**src/bftm_ram.sv**
```systemverilog
// ----------------------------------------------------------------------------
// bftm_ram
// Simple dual-port RAM: one write port, one read port, registered read.
// ----------------------------------------------------------------------------
`default_nettype none

module bftm_ram #(
  parameter int WIDTH = 8,
  parameter int DEPTH = 16
) (
  input  wire logic                                        clk,
  input  wire logic                                        we,
  input  wire logic [((DEPTH < 2) ? 1 : $clog2(DEPTH))-1:0] waddr,
  input  wire logic [WIDTH-1:0]                            wdata,
  input  wire logic [((DEPTH < 2) ? 1 : $clog2(DEPTH))-1:0] raddr,
  output logic      [WIDTH-1:0]                            rdata
);

  logic [WIDTH-1:0] mem [DEPTH];

  always_ff @(posedge clk) begin
    if (we) begin
      mem[waddr] <= wdata;
    end
    rdata <= mem[raddr];
  end

endmodule

`default_nettype wire

```
**config.mk**
```make
export PLATFORM = sky130hd
export DESIGN_NAME = bftm_ram
export DESIGN_NICKNAME = d
export VERILOG_FILES = /design/src/bftm_ram.sv
export SDC_FILE = /design/constraint.sdc
export NUM_CORES = 1
export LEC_CHECK = 0
export ABC_AREA = 1
export BUFFER_PORTS_ARGS = -buffer_cell sky130_fd_sc_hd__buf_2
export CAP_MARGIN = 10
export CORE_ASPECT_RATIO = 0.6
export CORE_MARGIN = 4
export CORE_UTILIZATION = 45
export CTS_BUF_LIST = sky130_fd_sc_hd__clkbuf_8
export CTS_CLUSTER_DIAMETER = 60
export DETAILED_ROUTE_END_ITERATION = 16
export GPL_ROUTABILITY_DRIVEN = 1
export SETUP_SLACK_MARGIN = 0.3
export SLEW_MARGIN = 20
export SYNTH_ARGS = -nofsm -noshare
export SYNTH_HDL_FRONTEND = slang
export SYNTH_SLANG_ARGS = --single-unit
```
**constraint.sdc**
```tcl
create_clock -name clk -period 1.3 [get_ports clk]
set_clock_uncertainty 0.15 [all_clocks]
set_input_delay 0.26 -clock clk [delete_from_list [all_inputs] [get_ports clk]]
set_output_delay 0.26 -clock clk [all_outputs]
set_load 0.01 [all_outputs]
```
==> results.yml <==
yosys:
  synth_top_area_share_pct: 66.7
  ys_warn_count: 0
  ys_top_cells_by_area: "edfxtp_1 (67%), nand2_1 (11%), nand3_1 (8.4%), inv_1 (6.5%), dfxtp_1 (2.8%)"
  synthCells: 551
  synth_cell_types: 12
  synth-seq-cells: 136
  yosysTopAreaCell: "edfxtp_1"
  synthesis.area_mm2: 0.00577
  syn-num-nets: 569
  synth.avg_cell_area_um2: 10.5
  synth-seq-area-share_pct: 69.4
detailed_routing:
  via_per_inst: 5.10
  drt_drc_violations_left: 0
  first_pass_iters: 5
  drt-total-wl_um: 14600
  drt_iter0_drc: 437
  via_count: 3969
  final_antenna_net_count: 0
  wire_per_inst_um: 18.8
min_path:
  hold_start: "wdata[3]"
  hold_path_depth: 2
  hold_path.class: "in -> reg"
  min_to: "mem[4][3]$_DFFE_PP_"
setup_path:
  r2r_cells: 6
  reg2reg_from: "mem[9][5]$_DFFE_PP_"
  cpPeakStageDelay_ps: 360
  path_delay_family: "flip-flops"
  cp.arrival_ps: 880
  path_max_fanout: 1
  cp.required_ps: 890
  r2r_slack_ps: 180
  crit_chain: "buf_6"
  startpoint_type: "register"
  critical-path-slowest-cell: "dfxtp_2"
  reg2reg_to: "rdata[5]$_DFF_P_"
  endpoint_kind: "output port"
  critPathKind: "reg -> out"
  path_buf_inv: 1
sta:
  final-hold-violation-count: 0
  setup_viol: 0
  maxSlewHeadroom_pct: 70.7
  max_freq_mhz: 773
  timing.final.max_slew_violations: 0
  worst_pin_slew_ps: 440
  rsz0062_at_grt: "true"
  finalCriticalPeriod_ps: 1290
  fin_crit_sh_pct: 99.6
  final.setup.worst_slack_ps: 5.82
clock_tree:
  clk_pin_slew_ps: 80
  cts_max_level: 4
  clock_sinks: 136
  numCtsBuffers: 17
  cts_tree: "built"
  cts_root_buf: "clkbuf_8"
  clock_latency_ps: 430
  cts_buffer_depth: 2
finish:
  fin_nets: 619
  diodes: 0
  layout-drive-gt1-share_pct: 36.2
  fillers: 1001
  syn_to_final_growth_pct: 26.5
  layout_commonest_cell: "nand2_1"
  final_cell_mix: "nand2_1 (140), edfxtp_1 (128), inv_1 (94)"
placement:
  gp_congestion: 0.917
  pre_cts_slack_ps: -232
  numPortBuffers: 25
  hpwl_um: 9640
power_and_ir_drop:
  peakVddDrop_mv: 0.702
  power_uw: 9270
  total_leakage_power_uw: 0.00309
  power.density_mw_per_mm2: 1270
floorplanning:
  dieWidth_um: 154
  std_cell_rows: 31
  die_height_um: 95.7
  ioPinCount: 26
  start_util_pct: 46.9
  core_area_mm2: 0.0123
  dieArea_mm2: 0.0147
grt:
  grt-ovfl-total: 0
  grt_pass1_wl_um: 21900
  grt_max_degree: 39
  grt.total_usage_pct: 20.8
  antenna_found_initial: 0
  grt_pass1_vias: 3648
job:
  maxCapViolCount: 0
outcome:
  outcome: "finished, final reports clean"
## report_power, final
part	leakage [uW]	internal [uW]	switching, uW
registers	0.00122	4900	35.4
logic	0.00167	304	583
clock network	0.000192	1860	1590
## layer usage
metal  part of all wire [%]  track usage (%)
met5                      0                0
met4                   0.87             6.17
met3                    7.5             4.22
met2                     43             29.0
met1                     49             32.6
## state kept, by name, indices dropped and copies added (netlist names)
name	flops
rdata	8
mem	128
## cells in the mapped netlist, drive strengths merged
| cell | number |
|---|---|
| edfxtp | 128 |
| nand3 | 97 |
| inv | 102 |
| nand2 | 173 |
| nor2 | 17 |
| buf | 24 |
| nand3b | 2 |
| dfxtp | 8 |
## layout make-up
| class | count | area, um2 | area share, % |
|---|---|---|---|
| Timing Repair Buffer | 55 | 484 | 6.64 |
| Clock buffer | 17 | 234 | 3.21 |
| Multi-Input combinational cell | 289 | 1810 | 24.8 |
| Tap cell | 165 | 206 | 2.83 |
| Inverter | 102 | 398 | 5.45 |
| Clock inverter | 14 | 158 | 2.16 |
| Sequential cell | 136 | 4010 | 54.9 |
## repair_timing
action	in CTS	in global routing
pin swaps	53	41
buffers inserted	2	0
hold endpoints to repair	0	0
resized for setup	66	45
endpoints found under the setup margin	82	81
gates cloned	0	0
hold buffers	0	0
## per-stage QoR
stage          utilization, %  hold WS (ps)  TNS, ps  cells  instance area [um2]
2_1_floorplan               -           209        0    551                 6030
3_3_place_gp             52.1           470   -19840    745                 6400
3_5_place_dp             52.1           467   -22960    745                 6400
4_1_cts                  57.9          31.7    -16.8    778                 7120
5_1_grt                  59.3          47.4    -43.5    778                 7300
6_report                 59.3          59.7        0    778                 7300
## cell families (layout without fill, tap and decap cells)
logic type,count (synthesis),in the layout,share of synthesized area (%)
simple gates,289,289,21.0
flops,136,136,69.4
buf+inv,126,188,9.52
## worst max-delay path by stage
stage | cells past startpoint | from | end | slack (ps)
2_1_floorplan | 2 | waddr[2] | mem[10][0]$_DFFE_PP_ | 20
3_3_place_gp | 4 | waddr[2] | mem[11][5]$_DFFE_PP_ | -200
3_5_place_dp | 4 | waddr[2] | mem[11][5]$_DFFE_PP_ | -230
6_report | 1 | rdata[4]$_DFF_P_ | rdata[4] | 6
5_1_grt | 1 | rdata[4]$_DFF_P_ | rdata[4] | -30
4_1_cts | 1 | rdata[4]$_DFF_P_ | rdata[4] | -10
Note: power is estimated with default switching activity, not from simulation.
